--- src/rtl/core/assert_macros.svh ---
// ----------------------------------------------------------------------------
// assert_macros.svh
// Assertion macros shared by the deque RTL. Define ASSERT_OFF to drop them.
// ----------------------------------------------------------------------------
`ifndef ASSERT_MACROS_SVH
`define ASSERT_MACROS_SVH

`ifndef ASSERT_OFF
// clocked check, masked while reset is applied
`define ASSERT_CLK(lbl, prop, msg) \
	lbl: assert property (@(posedge clk) disable iff (!arst_n) (prop)) else $error(msg);
// clocked check that also holds while reset is applied
`define ASSERT_ANY(lbl, prop, msg) \
	lbl: assert property (@(posedge clk) (prop)) else $error(msg);
`else
`define ASSERT_CLK(lbl, prop, msg)
`define ASSERT_ANY(lbl, prop, msg)
`endif

`endif

--- src/rtl/core/dq_pkg.sv ---
// ----------------------------------------------------------------------------
// dq_pkg
// Sizes, codes and the command/status bundles of the double-ended queue.
// ----------------------------------------------------------------------------
package dq_pkg;

	localparam int DEPTH = 16;
	localparam int PTR_W = (DEPTH > 1) ? $clog2(DEPTH) : 1;
	localparam int CNT_W = $clog2(DEPTH + 1);
	localparam int SUM_W = $clog2(2 * DEPTH);

	localparam int ACT_W = 3;
	localparam int VAL_W = 32;
	localparam int ST_W  = 2;
	localparam int OCC_W = 5;

	localparam int IN_TDATA_W  = ((ACT_W + VAL_W + 7) / 8) * 8;
	localparam int OUT_USED_W  = ST_W + VAL_W + OCC_W;
	localparam int OUT_TDATA_W = ((OUT_USED_W + 7) / 8) * 8;

	localparam logic [ACT_W-1:0] ACT_PUSH_FRONT = ACT_W'(0);
	localparam logic [ACT_W-1:0] ACT_PUSH_BACK  = ACT_W'(1);
	localparam logic [ACT_W-1:0] ACT_POP_FRONT  = ACT_W'(2);
	localparam logic [ACT_W-1:0] ACT_POP_BACK   = ACT_W'(3);
	localparam logic [ACT_W-1:0] ACT_LIST_FWD   = ACT_W'(4);
	localparam logic [ACT_W-1:0] ACT_LIST_BWD   = ACT_W'(5);

	localparam logic [ST_W-1:0] STAT_OK    = ST_W'(0);
	localparam logic [ST_W-1:0] STAT_EMPTY = ST_W'(1);
	localparam logic [ST_W-1:0] STAT_FULL  = ST_W'(2);

	typedef enum logic [1:0] {
		OUT_OK_NONE,
		OUT_OK_DATA,
		OUT_EMPTY,
		OUT_FULL
	} dq_out_kind_t;

	typedef struct packed {
		logic         push_front;
		logic         push_back;
		logic         pop_front;
		logic         pop_back;
		logic         list_start;
		logic         list_dir;   // 1: back to front
		logic         list_rd;
		logic         list_next;
		logic         out_ld;
		logic         out_last;
		dq_out_kind_t out_kind;
	} dq_cmd_t;

	typedef struct packed {
		logic [ACT_W-1:0] action;
		logic             empty;
		logic             full;
		logic             out_free;
		logic             list_last;
	} dq_stat_t;

	// fold a sum below 2*DEPTH back onto the ring
	function automatic logic [PTR_W-1:0] ring_wrap(input logic [SUM_W-1:0] s);
		logic [SUM_W-1:0] t;
		t = (s >= SUM_W'(DEPTH)) ? (s - SUM_W'(DEPTH)) : s;
		return t[PTR_W-1:0];
	endfunction

endpackage

--- src/rtl/core/double_ended_queue_core.sv ---
// ----------------------------------------------------------------------------
// double_ended_queue_core
// Bounded double-ended queue of signed 32-bit values on stream ports.
// ----------------------------------------------------------------------------
// Holds up to DEPTH (16) entries in a ring RAM with a front pointer and a
// count. A push, or any action that returns a status only (push when full,
// pop or list when empty), loads its result beat straight from the idle
// state, and the next beat is accepted once the result register is free. A
// pop passes through the pop state because the entry comes out of the RAM's
// registered read port. A list walks the entries in read and output states,
// reading each entry from the RAM, then emitting it, one result beat per
// entry with tlast on the final one. Unused action codes are taken and dropped.
// Output back-pressure stalls each action until the output register is free.
module double_ended_queue_core (
	input  logic                               clk,
	input  logic                               arst_n,
	input  logic                               s_tvalid,
	output logic                               s_tready,
	input  logic [dq_pkg::IN_TDATA_W-1:0]      s_tdata,   // action[2:0], value[34:3], zero pad
	output logic                               m_tvalid,
	input  logic                               m_tready,
	output logic [dq_pkg::OUT_TDATA_W-1:0]     m_tdata,   // status[1:0], value_res[33:2], occupancy[38:34], zero pad
	output logic                               m_tlast    // last_item
);
	import dq_pkg::*;

	dq_cmd_t  cmd;
	dq_stat_t st;

	dq_ctrl u_ctrl (
		.clk     (clk),
		.arst_n  (arst_n),
		.s_tvalid(s_tvalid),
		.s_tready(s_tready),
		.st      (st),
		.cmd     (cmd)
	);

	dq_dpath u_dpath (
		.clk     (clk),
		.arst_n  (arst_n),
		.s_tdata (s_tdata),
		.cmd     (cmd),
		.st      (st),
		.m_tvalid(m_tvalid),
		.m_tready(m_tready),
		.m_tdata (m_tdata),
		.m_tlast (m_tlast)
	);

endmodule

--- src/rtl/core/dq_ram.sv ---
// ----------------------------------------------------------------------------
// dq_ram
// Generic simple dual-port RAM: one write port, one read port, registered read.
// ----------------------------------------------------------------------------
module dq_ram #(
	parameter int WIDTH = 32,
	parameter int DEPTH = 16
) (
	input  logic                                    clk,
	input  logic                                    we,
	input  logic [((DEPTH > 1) ? $clog2(DEPTH) : 1)-1:0] waddr,
	input  logic [WIDTH-1:0]                        wdata,
	input  logic                                    re,
	input  logic [((DEPTH > 1) ? $clog2(DEPTH) : 1)-1:0] raddr,
	output logic [WIDTH-1:0]                        rdata
);

	logic [WIDTH-1:0] mem_q [DEPTH];

	always_ff @(posedge clk) begin
		if (we) begin
			mem_q[waddr] <= wdata;
		end
		if (re) begin
			rdata <= mem_q[raddr];
		end
	end

endmodule

--- src/rtl/core/dq_dpath.sv ---
// ----------------------------------------------------------------------------
// dq_dpath
// Deque datapath: front pointer, count, list index, entry RAM, result register.
// ----------------------------------------------------------------------------
`include "assert_macros.svh"

module dq_dpath (
	input  logic                               clk,
	input  logic                               arst_n,
	input  logic [dq_pkg::IN_TDATA_W-1:0]      s_tdata,
	input  dq_pkg::dq_cmd_t                    cmd,
	output dq_pkg::dq_stat_t                   st,
	output logic                               m_tvalid,
	input  logic                               m_tready,
	output logic [dq_pkg::OUT_TDATA_W-1:0]     m_tdata,
	output logic                               m_tlast
);
	import dq_pkg::*;

	logic [ACT_W-1:0] action;
	logic [VAL_W-1:0] in_value;

	logic [PTR_W-1:0] front_q, front_d;
	logic [CNT_W-1:0] count_q, count_d;
	logic [PTR_W-1:0] idx_q;
	logic             dir_q;

	logic [SUM_W-1:0] front_ext, count_ext, idx_ext;
	logic [PTR_W-1:0] front_m1, front_p1, tail_pos, back_pos, list_pos;

	logic             ram_we, ram_re;
	logic [PTR_W-1:0] ram_waddr, ram_raddr;
	logic [VAL_W-1:0] ram_rdata;

	logic             out_vld_q;
	logic [ST_W-1:0]  out_st_q;
	logic [VAL_W-1:0] out_val_q;
	logic [OCC_W-1:0] out_occ_q;
	logic             out_last_q;

	assign action   = s_tdata[ACT_W-1:0];
	assign in_value = s_tdata[ACT_W+VAL_W-1:ACT_W];

	assign front_ext = SUM_W'(front_q);
	assign count_ext = SUM_W'(count_q);
	assign idx_ext   = SUM_W'(idx_q);

	assign front_m1 = (front_q == '0) ? PTR_W'(DEPTH - 1) : (front_q - 1'b1);
	assign front_p1 = ring_wrap(front_ext + 1'b1);
	assign tail_pos = ring_wrap(front_ext + count_ext);
	assign back_pos = ring_wrap(front_ext + count_ext - 1'b1);
	assign list_pos = dir_q ? ring_wrap(front_ext + count_ext - 1'b1 - idx_ext)
	                        : ring_wrap(front_ext + idx_ext);

	assign ram_we    = cmd.push_front | cmd.push_back;
	assign ram_waddr = cmd.push_front ? front_m1 : tail_pos;
	assign ram_re    = cmd.pop_front | cmd.pop_back | cmd.list_rd;

	always_comb begin
		ram_raddr = list_pos;
		if (cmd.pop_front) begin
			ram_raddr = front_q;
		end else if (cmd.pop_back) begin
			ram_raddr = back_pos;
		end
	end

	always_comb begin
		front_d = front_q;
		count_d = count_q;
		if (cmd.push_front) begin
			front_d = front_m1;
			count_d = count_q + 1'b1;
		end else if (cmd.push_back) begin
			count_d = count_q + 1'b1;
		end else if (cmd.pop_front) begin
			front_d = front_p1;
			count_d = count_q - 1'b1;
		end else if (cmd.pop_back) begin
			count_d = count_q - 1'b1;
		end
	end

	dq_ram #(
		.WIDTH(VAL_W),
		.DEPTH(DEPTH)
	) u_ram (
		.clk  (clk),
		.we   (ram_we),
		.waddr(ram_waddr),
		.wdata(in_value),
		.re   (ram_re),
		.raddr(ram_raddr),
		.rdata(ram_rdata)
	);

	always_ff @(posedge clk or negedge arst_n) begin
		if (!arst_n) begin
			front_q <= '0;
			count_q <= '0;
			idx_q   <= '0;
			dir_q   <= 1'b0;
		end else begin
			front_q <= front_d;
			count_q <= count_d;
			if (cmd.list_start) begin
				idx_q <= '0;
				dir_q <= cmd.list_dir;
			end else if (cmd.list_next) begin
				idx_q <= idx_q + 1'b1;
			end
		end
	end

	// result register; a new beat loads only when the slot is free
	always_ff @(posedge clk or negedge arst_n) begin
		if (!arst_n) begin
			out_vld_q <= 1'b0;
		end else if (cmd.out_ld) begin
			out_vld_q <= 1'b1;
		end else if (m_tready) begin
			out_vld_q <= 1'b0;
		end
	end

	always_ff @(posedge clk) begin
		if (cmd.out_ld) begin
			out_last_q <= cmd.out_last;
			out_occ_q  <= OCC_W'(count_d);
			case (cmd.out_kind)
				OUT_OK_DATA: begin
					out_st_q  <= STAT_OK;
					out_val_q <= ram_rdata;
				end
				OUT_EMPTY: begin
					out_st_q  <= STAT_EMPTY;
					out_val_q <= '0;
				end
				OUT_FULL: begin
					out_st_q  <= STAT_FULL;
					out_val_q <= '0;
				end
				default: begin
					out_st_q  <= STAT_OK;
					out_val_q <= '0;
				end
			endcase
		end
	end

	assign m_tvalid = out_vld_q;
	assign m_tlast  = out_last_q;
	assign m_tdata  = {{(OUT_TDATA_W - OUT_USED_W){1'b0}}, out_occ_q, out_val_q, out_st_q};

	assign st.action    = action;
	assign st.empty     = (count_q == '0);
	assign st.full      = (count_q == CNT_W'(DEPTH));
	assign st.out_free  = !out_vld_q || m_tready;
	assign st.list_last = ((CNT_W'(idx_q) + 1'b1) == count_q);

	`ASSERT_CLK(a_count_bound, count_q <= CNT_W'(DEPTH), "entry count above depth")
	`ASSERT_CLK(a_push_count, ram_we |=> (count_q == $past(count_q) + 1'b1), "count not grown")
	`ASSERT_CLK(a_pop_front, cmd.pop_front |=> (front_q == $past(front_p1)), "front stuck")

endmodule

--- src/rtl/core/dq_ctrl.sv ---
// ----------------------------------------------------------------------------
// dq_ctrl
// Deque controller: decodes the action and sequences pops and list walks.
// ----------------------------------------------------------------------------
`include "assert_macros.svh"

module dq_ctrl (
	input  logic             clk,
	input  logic             arst_n,
	input  logic             s_tvalid,
	output logic             s_tready,
	input  dq_pkg::dq_stat_t st,
	output dq_pkg::dq_cmd_t  cmd
);
	import dq_pkg::*;

	typedef enum logic [3:0] {
		S_IDLE = 4'b0001,
		S_POP  = 4'b0010,
		S_LRD  = 4'b0100,
		S_LOUT = 4'b1000
	} dq_state_t;

	dq_state_t state_q, state_d;
	logic      take;

	assign s_tready = (state_q == S_IDLE) && st.out_free;
	assign take     = s_tvalid && s_tready;

	always_comb begin
		state_d      = state_q;
		cmd          = '0;
		cmd.out_kind = OUT_OK_NONE;
		cmd.out_last = 1'b1;
		case (state_q)
			S_IDLE: begin
				if (take) begin
					case (st.action)
						ACT_PUSH_FRONT, ACT_PUSH_BACK: begin
							cmd.out_ld = 1'b1;
							if (st.full) begin
								cmd.out_kind = OUT_FULL;
							end else begin
								cmd.push_front = (st.action == ACT_PUSH_FRONT);
								cmd.push_back  = (st.action == ACT_PUSH_BACK);
							end
						end
						ACT_POP_FRONT, ACT_POP_BACK: begin
							if (st.empty) begin
								cmd.out_ld   = 1'b1;
								cmd.out_kind = OUT_EMPTY;
							end else begin
								cmd.pop_front = (st.action == ACT_POP_FRONT);
								cmd.pop_back  = (st.action == ACT_POP_BACK);
								state_d       = S_POP;
							end
						end
						ACT_LIST_FWD, ACT_LIST_BWD: begin
							if (st.empty) begin
								cmd.out_ld   = 1'b1;
								cmd.out_kind = OUT_EMPTY;
							end else begin
								cmd.list_start = 1'b1;
								cmd.list_dir   = (st.action == ACT_LIST_BWD);
								state_d        = S_LRD;
							end
						end
						default: begin
							// unused codes are swallowed without a result
						end
					endcase
				end
			end
			S_POP: begin
				if (st.out_free) begin
					cmd.out_ld   = 1'b1;
					cmd.out_kind = OUT_OK_DATA;
					state_d      = S_IDLE;
				end
			end
			S_LRD: begin
				cmd.list_rd = 1'b1;
				state_d     = S_LOUT;
			end
			S_LOUT: begin
				if (st.out_free) begin
					cmd.out_ld   = 1'b1;
					cmd.out_kind = OUT_OK_DATA;
					cmd.out_last = st.list_last;
					if (st.list_last) begin
						state_d = S_IDLE;
					end else begin
						cmd.list_next = 1'b1;
						state_d       = S_LRD;
					end
				end
			end
			default: begin
				state_d = S_IDLE;
			end
		endcase
	end

	always_ff @(posedge clk or negedge arst_n) begin
		if (!arst_n) begin
			state_q <= S_IDLE;
		end else begin
			state_q <= state_d;
		end
	end

	`ASSERT_CLK(a_load_free, cmd.out_ld |-> st.out_free, "result loaded over a pending beat")
	`ASSERT_CLK(a_push_room, (cmd.push_front || cmd.push_back) |-> !st.full, "push issued on full queue")
	`ASSERT_CLK(a_pop_done, ((state_q == S_POP) && st.out_free) |=> (state_q == S_IDLE), "pop did not return to idle")

endmodule

--- config.mk ---
export PLATFORM = sky130hd
export DESIGN_NAME = double_ended_queue_core
export DESIGN_NICKNAME = d
export VERILOG_FILES = /design/src/rtl/core/dq_pkg.sv /design/src/rtl/core/double_ended_queue_core.sv /design/src/rtl/core/dq_ram.sv /design/src/rtl/core/dq_dpath.sv /design/src/rtl/core/dq_ctrl.sv
export VERILOG_INCLUDE_DIRS = /design/src /design/src/rtl/core
export SDC_FILE = /design/constraint.sdc
export NUM_CORES = 1
export LEC_CHECK = 0
export BUFFER_PORTS_ARGS = -buffer_cell sky130_fd_sc_hd__clkbuf_2
export CORE_MARGIN = 10
export CORE_UTILIZATION = 60
export DETAILED_ROUTE_END_ITERATION = 12
export PLACE_DENSITY = 0.77
export SETUP_SLACK_MARGIN = 0.4
export SYNTH_ARGS = -nofsm -noshare
export SYNTH_HDL_FRONTEND = slang
export SYNTH_SLANG_ARGS = --single-unit
--- constraint.sdc ---
create_clock -name clk -period 6.7 [get_ports clk]
set_input_delay 1.675 -clock clk [delete_from_list [all_inputs] [get_ports clk]]
set_output_delay 1.675 -clock clk [all_outputs]
set_load 0.02 [all_outputs]
### Yosys cells after proc, flatten, opt, wreduce, memory -nomap -nowiden

Memory sizes are Yosys's and may differ from the RTL's. A register that Yosys moved wholly into a read port is not among the register bits.
Index checks and enable logic that the tools add are counted.

| operators by class | value |
|---|---|
| add/sub/neg operators | 15 |
| magnitude comparators | 5 |
| reduce and logical (&&, ||, !) cells | 17 |
| multiplexer cells | 55 |
| bitwise operators | 3 |
| equality and inequality tests | 21 |

Operators by type and width:

| operator | number |
|---|---|
| $mux W4 | 20 |
| $ge A5 B5 Y1 const B | 5 |
| $mux W5 | 5 |
| $sub A4 B1 Y4 const B | 6 |
| $mux W2 | 9 |
| $pmux W4 S4 | 1 |
| $mux W6 | 2 |
| $mux W1 | 11 |
| $add A4 B1 Y5 const B | 2 |
| $sub A5 B1 Y5 const B | 2 |
| $ne A3 B3 Y1 const B | 3 |
| $ne A2 B1 Y1 const B | 4 |
| $pmux W2 S2 | 2 |
| $pmux W4 S2 | 1 |
| $eq A3 B2 Y1 const B | 2 |
| $eq A3 B3 Y1 const B | 2 |
| $pmux W2 S3 | 1 |
| $reduce_and A6 Y1 | 1 |
| $reduce_bool A2 Y1 | 3 |
| $reduce_or A2 Y1 | 3 |
| $add A4 B4 Y5 | 1 |
| $add A4 B5 Y5 | 1 |
| $add A5 B1 Y5 const B | 1 |
| $eq A5 B5 Y1 | 1 |
| other kinds (22) | 27 |

| word-level totals | value |
|---|---|
| output and inout port bits | 43 |
| word-level logic and storage cells | 127 |
| memories | 1 |
| register bits | 59 |
| input port bits | 44 |
| RAM bits | 512 |

Memories:

| memory | depth | bits a word | read ports | clocked after Yosys merged registers in | wr ports | line | text |
|---|---|---|---|---|---|---|---|
| u_dpath.u_ram.mem_q | 16 | 32 | 1 | 1 | 1 | dq_ram.sv:18 | `logic [WIDTH-1:0] mem_q [DEPTH];` |

### Depth between registers and ports, before layout

| depth | value |
|---|---|
| depth in word-level cells | 10 |
| mapped depth | 16 |
| depth with buffers taken out | 14 |

### Hierarchy

Synthesis repeated with hierarchy kept, for this count alone.

| unflattened totals | value |
|---|---|
| cells, all modules | 1,171 |
| area, all modules | 23,667.7 µm² |

Modules (own cells, without submodules):

| module | times used | cells each | area each (µm²) | seq. area each (µm²) |
|---|---|---|---|---|
| dq_ram | 1 | 838 | 20,155.6 | 16,335.7 |
| dq_dpath | 1 | 273 | 3,054.2 | 1,576.5 |
| dq_ctrl | 1 | 60 | 457.9 | 101.3 |

### Worst setup path after synthesis

OpenSTA, ideal clock, no wires.

| path | value |
|---|---|
| path kind | input-to-reg |
| from | input m_tready |
| to | memory u_dpath.u_ram.mem_q[9][0] (enable) |
| data arrival time | 5.437 ns |
| stages | 6 |
| slack | 0.795 ns |
| setup time | 0.468 ns |
| data required time | 6.232 ns |
| buffers on the path | 0 |
| cells stage by stage | nand2b_1 -> nand4b_1 -> or3_1 -> mux2i_1 -> or2_2 -> nor3b_1 |

| on the way | value |
|---|---|
| word-level cells in the longest chain between the ends | 8 |
| elaborated cells on any way between the ends | 9 |
| classes of those cells | mux: 5; bitwise: 1; reduce/logical: 3 |

Ends and longest elaborated chain:

| what | line | text |
|---|---|---|
| start, declared | double_ended_queue_core.sv:21 | `input logic m_tready,` |
| $logic_or A1 B1 Y1 (*) | dq_dpath.sv:158 | `assign st.out_free = !out_vld_q \|\| m_tready;` |
| $logic_and A1 B1 Y1 (*) | dq_ctrl.sv:27 | `assign s_tready = (state_q == S_IDLE) && st.out_free;` |
| $logic_and A1 B1 Y1 (*) | dq_ctrl.sv:28 | `assign take = s_tvalid && s_tready;` |
| $mux W6 (*) | dq_ctrl.sv:37 | `if (take) begin` |
| $mux W6 (*) | dq_ctrl.sv:35 | `case (state_q)` |
| $or A1 B1 Y1 | dq_dpath.sv:55 | `assign ram_we = cmd.push_front \| cmd.push_back;` |
| $mux W1 | dq_ram.sv:21 | `if (we) begin` |
| $mux W1 (not written as such) | dq_ram.sv:22 | `mem_q[waddr] <= wdata;` |
| end, declared | dq_ram.sv:18 |  |

Mark *: on every way between the ends. The rest lies on a longest branch, timed or not.

### Worst setup path in the final report

| path | value |
|---|---|
| from | register u_dpath.front_q[0] |
| to | register u_dpath.u_ram.rdata[15], read port of u_dpath.u_ram.mem_q, data pin |

| on the way | value |
|---|---|
| word-level cells in the longest chain between the ends | 8 |
| elaborated cells on any way between the ends | 16 |
| classes of those cells | add/sub: 7; order compare: 3; mux: 6 |

Ends and longest elaborated chain:

| what | line | text |
|---|---|---|
| start, declared | dq_dpath.sv:23 | `logic [PTR_W-1:0] front_q, front_d;` |
| start signal, assigned | dq_dpath.sv:104 | `front_q <= front_d;` |
| $add A4 B5 Y5 | dq_dpath.sv:51, dq_dpath.sv:52 |  |
| $sub A5 B1 Y5 | dq_dpath.sv:51, dq_dpath.sv:52 |  |
| $sub A5 B4 Y5 | dq_dpath.sv:52 | `assign list_pos = dir_q ? ring_wrap(front_ext + count_ext - 1'b1 - idx_ext)` |
| $sub A4 B1 Y4 or $ge A5 B5 Y1 (tied branches) | dq_pkg.sv:64 | `t = (s >= SUM_W'(DEPTH)) ? (s - SUM_W'(DEPTH)) : s;` |
| $mux W4 | dq_pkg.sv:64 |  |
| $mux W4 | dq_dpath.sv:52 |  |
| $mux W4 | dq_dpath.sv:63 | `end else if (cmd.pop_back) begin` |
| $mux W4 (*) | dq_dpath.sv:61 | `if (cmd.pop_front) begin` |
| end, declared | dq_ram.sv:15 | `output logic [WIDTH-1:0] rdata` |

Marks and branches as above.
A chain may end at the register's enable or synchronous reset.

==> results.json <==
{
  "first_global_vias": 16290,
  "drive_gt1_share_pct": 12.06,
  "wl_per_cell_um": 25.96,
  "power.share.sequential_pct": 32.0,
  "layout.cells.non_filler": 2490,
  "synth_area_leader_cell": "edfxtp_1",
  "cpMaxStageDelayCell": "and2_4",
  "met1_usage_pct": 33.78,
  "use_met2_pct": 40.09,
  "grt_pass1_wl_um": 97720,
  "p_per_area_mw_per_mm2": 533.7,
  "multi_input_area_mm2": 0.006643,
  "holdPathStages": 1,
  "hold_path_class": "flop to flop",
  "synth-edff-count": 584,
  "setup_tns_ns": 0,
  "htreeDepth": 2,
  "power_switching_mw": 6.317,
  "path_clk_slew_ns": 0.06,
  "timing.reg2reg.worst_path_depth": 15,
  "die_y_um": 225.4,
  "floorplan.rows": 75,
  "place_inst": 2382,
  "die_width_um": 225.4,
  "preCtsSetupSlack_ns": 1.500,
  "worstPathRequired_ns": 7.02,
  "vdd_drop_max_v": 0.0007581,
  "p_leak_nw": 9.278,
  "grt.busiest_layer": "met2",
  "core-area_mm2": 0.04185,
  "clockRootBuffer": "clkbuf_16",
  "synth_commonest_cells": "edfxtp_1 (584), nand3_1 (386), o21ai_0 (244)",
  "antenna_found_initial": 4,
  "pwr-share-clk_pct": 21.1,
  "path_max_fanout": 70,
  "seqCellArea_mm2": 0.01801,
  "clockBufferDepth": 3,
  "synth_top_cells_by_area": "edfxtp_1 (69%), nand3_1 (7.6%), o21ai_0 (4.8%)",
  "syn_area_per_cell_um2": 13.41,
  "final.setup_skew_ns": 0.01832,
  "drv_cap": 0,
  "finalSetupViolations": 0,
  "fillers": 2875,
  "worst_pin_slew_ns": 1.234,
  "max_stage_delay_ns": 0.78,
  "clock-sinks": 603,
  "critPathKind": "flop to flop",
  "syn_to_final_growth_pct": 10.93,
  "cts.repair.resized": 0,
  "fin_crit_sh_pct": 71.86,
  "post-synth-top-area-fraction_pct": 69.26,
  "startpoint_type": "flop",
  "pin_count": 87,
  "crit_cells": 15,
  "post_cts_buffers": 0,
  "syn_area_mm2": 0.02532,
  "grt_usage_pct": 24.95,
  "outcome": "finished clean",
  "max-slew-margin-rel_pct": 17.51,
  "drt_wl_total_um": 64650,
  "final_hold_viol_count": 0,
  "synth.most_common_cell": "edfxtp_1",
  "grt_setup_unrepaired": "false",
  "async_flop_share_pct": 3.151,
  "timing.final.ws_setup_ns": 1.885,
  "final_nets": 1966,
  "internal_power_mw": 8.675,
  "synth_fp_nets": 1952,
  "finalMaxSlewViolations": 0,
  "grt_overflow_total": 0,
  "cp_top_family": "adder cells",
  "vias_per_cell": 6.868,
  "grt_max_degree": 150,
  "cts_buffers": 57,
  "holdBufCountCts": 0,
  "netlist_instances": 1888,
  "crit_chain": "ha_1, inv_1, fa_1, ha_1, xnor2_1, inv_1, ha_1, xor2_1, nor2_1, o22ai_1, and2_4, buf_12, nand4_1, nand4_1, mux2i_1",
  "clock_latency_ns": 0.63,
  "ys_ff_latch": 603,
  "ant_nets": 0,
  "end_kind": "flop",
  "path_common_cell": "ha_1",
  "num_vias": 17101,
  "initial_core_util_pct": 60.50,
  "fin_crit_ns": 4.815,
  "tritoncts": "done",
  "switching_share_pct": 42.13,
  "drt-pass1-iter-count": 6,
  "crit_buf_inv": 3,
  "place_congestion": 0.8361,
  "port_buffers": 80,
  "ys.flop_type": "edfxtp_1",
  "ys_seq_area_share_pct": 71.14,
  "p_comb_share_pct": 46.9,
  "drtIter0Drc": 2816,
  "yosys_warnings": 0,
  "dieArea_mm2": 0.05082,
  "drc": 0,
  "fmax_ghz": 0.2077,
  "hpwl_um": 32310,
  "grtUsageMet3_pct": 3.813,
  "cp_data_arrival_time_ns": 5.13,
  "ys_types": 69,
  "design_power_total_mw": 14.99
}
worst paths after layout:
kind / start / endpoint / slack (ns)
min reg2reg: u_dpath.u_ram.rdata[1] / u_dpath.out_val_q[1] / 0.52
max in group asynchronous: arst_n / u_ctrl.state_q[0] / 5.33
min: u_dpath.u_ram.rdata[1] / u_dpath.out_val_q[1] / 0.52
min in group asynchronous: arst_n / u_dpath.front_q[1] / 1.01
max: u_dpath.front_q[0] / u_dpath.u_ram.rdata[15] / 1.89
max reg2reg: u_dpath.front_q[0] / u_dpath.u_ram.rdata[15] / 1.89
kinds of logic (layout without fill, tap and decap cells):
| logic type | Yosys count | in the layout | synth area share, % |
|---|---|---|---|
| AND/OR/NAND/NOR | 709 | 709 | 15.36 |
| adder cells (fa/ha/maj) | 21 | 21 | 1.117 |
| XOR/XNOR | 23 | 23 | 0.8499 |
| buffers and inverters | 183 | 244 | 3.395 |
| multiplexers | 38 | 38 | 1.507 |
| other | 1 | 3 | 0.01481 |
| flip-flops | 603 | 603 | 71.14 |
| AO/OA/AOI/OAI | 310 | 310 | 6.621 |
cells in the final DEF, fill, tap and decap left out, types with 13 or more instances in the layout:
cell type	count
nand3_1	385
nand2_1	21
nor2_1	18
nand4_1	191
mux2i_1	37
clkinv_1	20
a21oi_1	15
o21ai_0	244
buf_4	28
clkbuf_16	58
ha_1	17
buf_12	14
and2_1	33
clkbuf_2	80
xnor2_1	14
dfrtp_1	18
clkbuf_1	13
o21ai_1	18
inv_1	16
edfxtp_1	584
nor2_4	13
stage by stage:
stage          util [%]  cell area (um^2)  hold slack, ns
4_1_cts           67.11             28090          0.5169
2_1_floorplan         -             25320          0.4967
3_3_place_gp      62.80             26280          0.5006
3_5_place_dp      62.80             26280          0.5025
6_report          67.12             28090          0.5177
5_1_grt           67.12             28090          0.5366
per-layer routing:
metal	part of all wire, %	wire (um)	vias up
li1	-	-	7377
met1	39	24990	8505
met4	3.4	2170	2
met2	49	31410	1058
met3	9.4	6066	159
met5	0.020	13	-
sequential cells by signal, summed over array words and instances (netlist names):
| signal | cells |
|---|---|
| u_dpath.u_ram.rdata | 32 |
| u_ctrl.state_q | 4 |
| u_dpath.dir_q | 1 |
| u_dpath.m_tlast | 1 |
| u_dpath.idx_q | 4 |
| u_dpath.out_st_q | 2 |
| u_dpath.count_ext | 5 |
| u_dpath.u_ram.mem_q | 512 |
| u_dpath.front_q | 4 |
| u_dpath.out_occ_q | 5 |
| u_dpath.out_val_q | 32 |
| u_dpath.m_tvalid | 1 |
power groups by stage:
stage / Clock, mW / Combinational, mW / Sequential, mW
after floorplan: 0 / 4.91 / 4.84
after global placement: 0 / 6.73 / 4.86
after detailed placement: 0 / 6.90 / 4.87
after CTS: 3.18 / 6.96 / 4.80
after global routing: 3.31 / 7.56 / 4.82
final: 3.16 / 7.03 / 4.80
layout make-up:
type | count | area share (%)
flip-flops and latches | 603 | 64.13
clock buffers | 71 | 5.341
repair buffers | 122 | 3.171
multi-input cells | 1102 | 23.65
clock inverters | 35 | 1.082
well taps | 539 | 2.401
inverters | 16 | 0.2138
diodes | 2 | 0.01782
No activity file was read; power rests on OpenSTA's default activity.
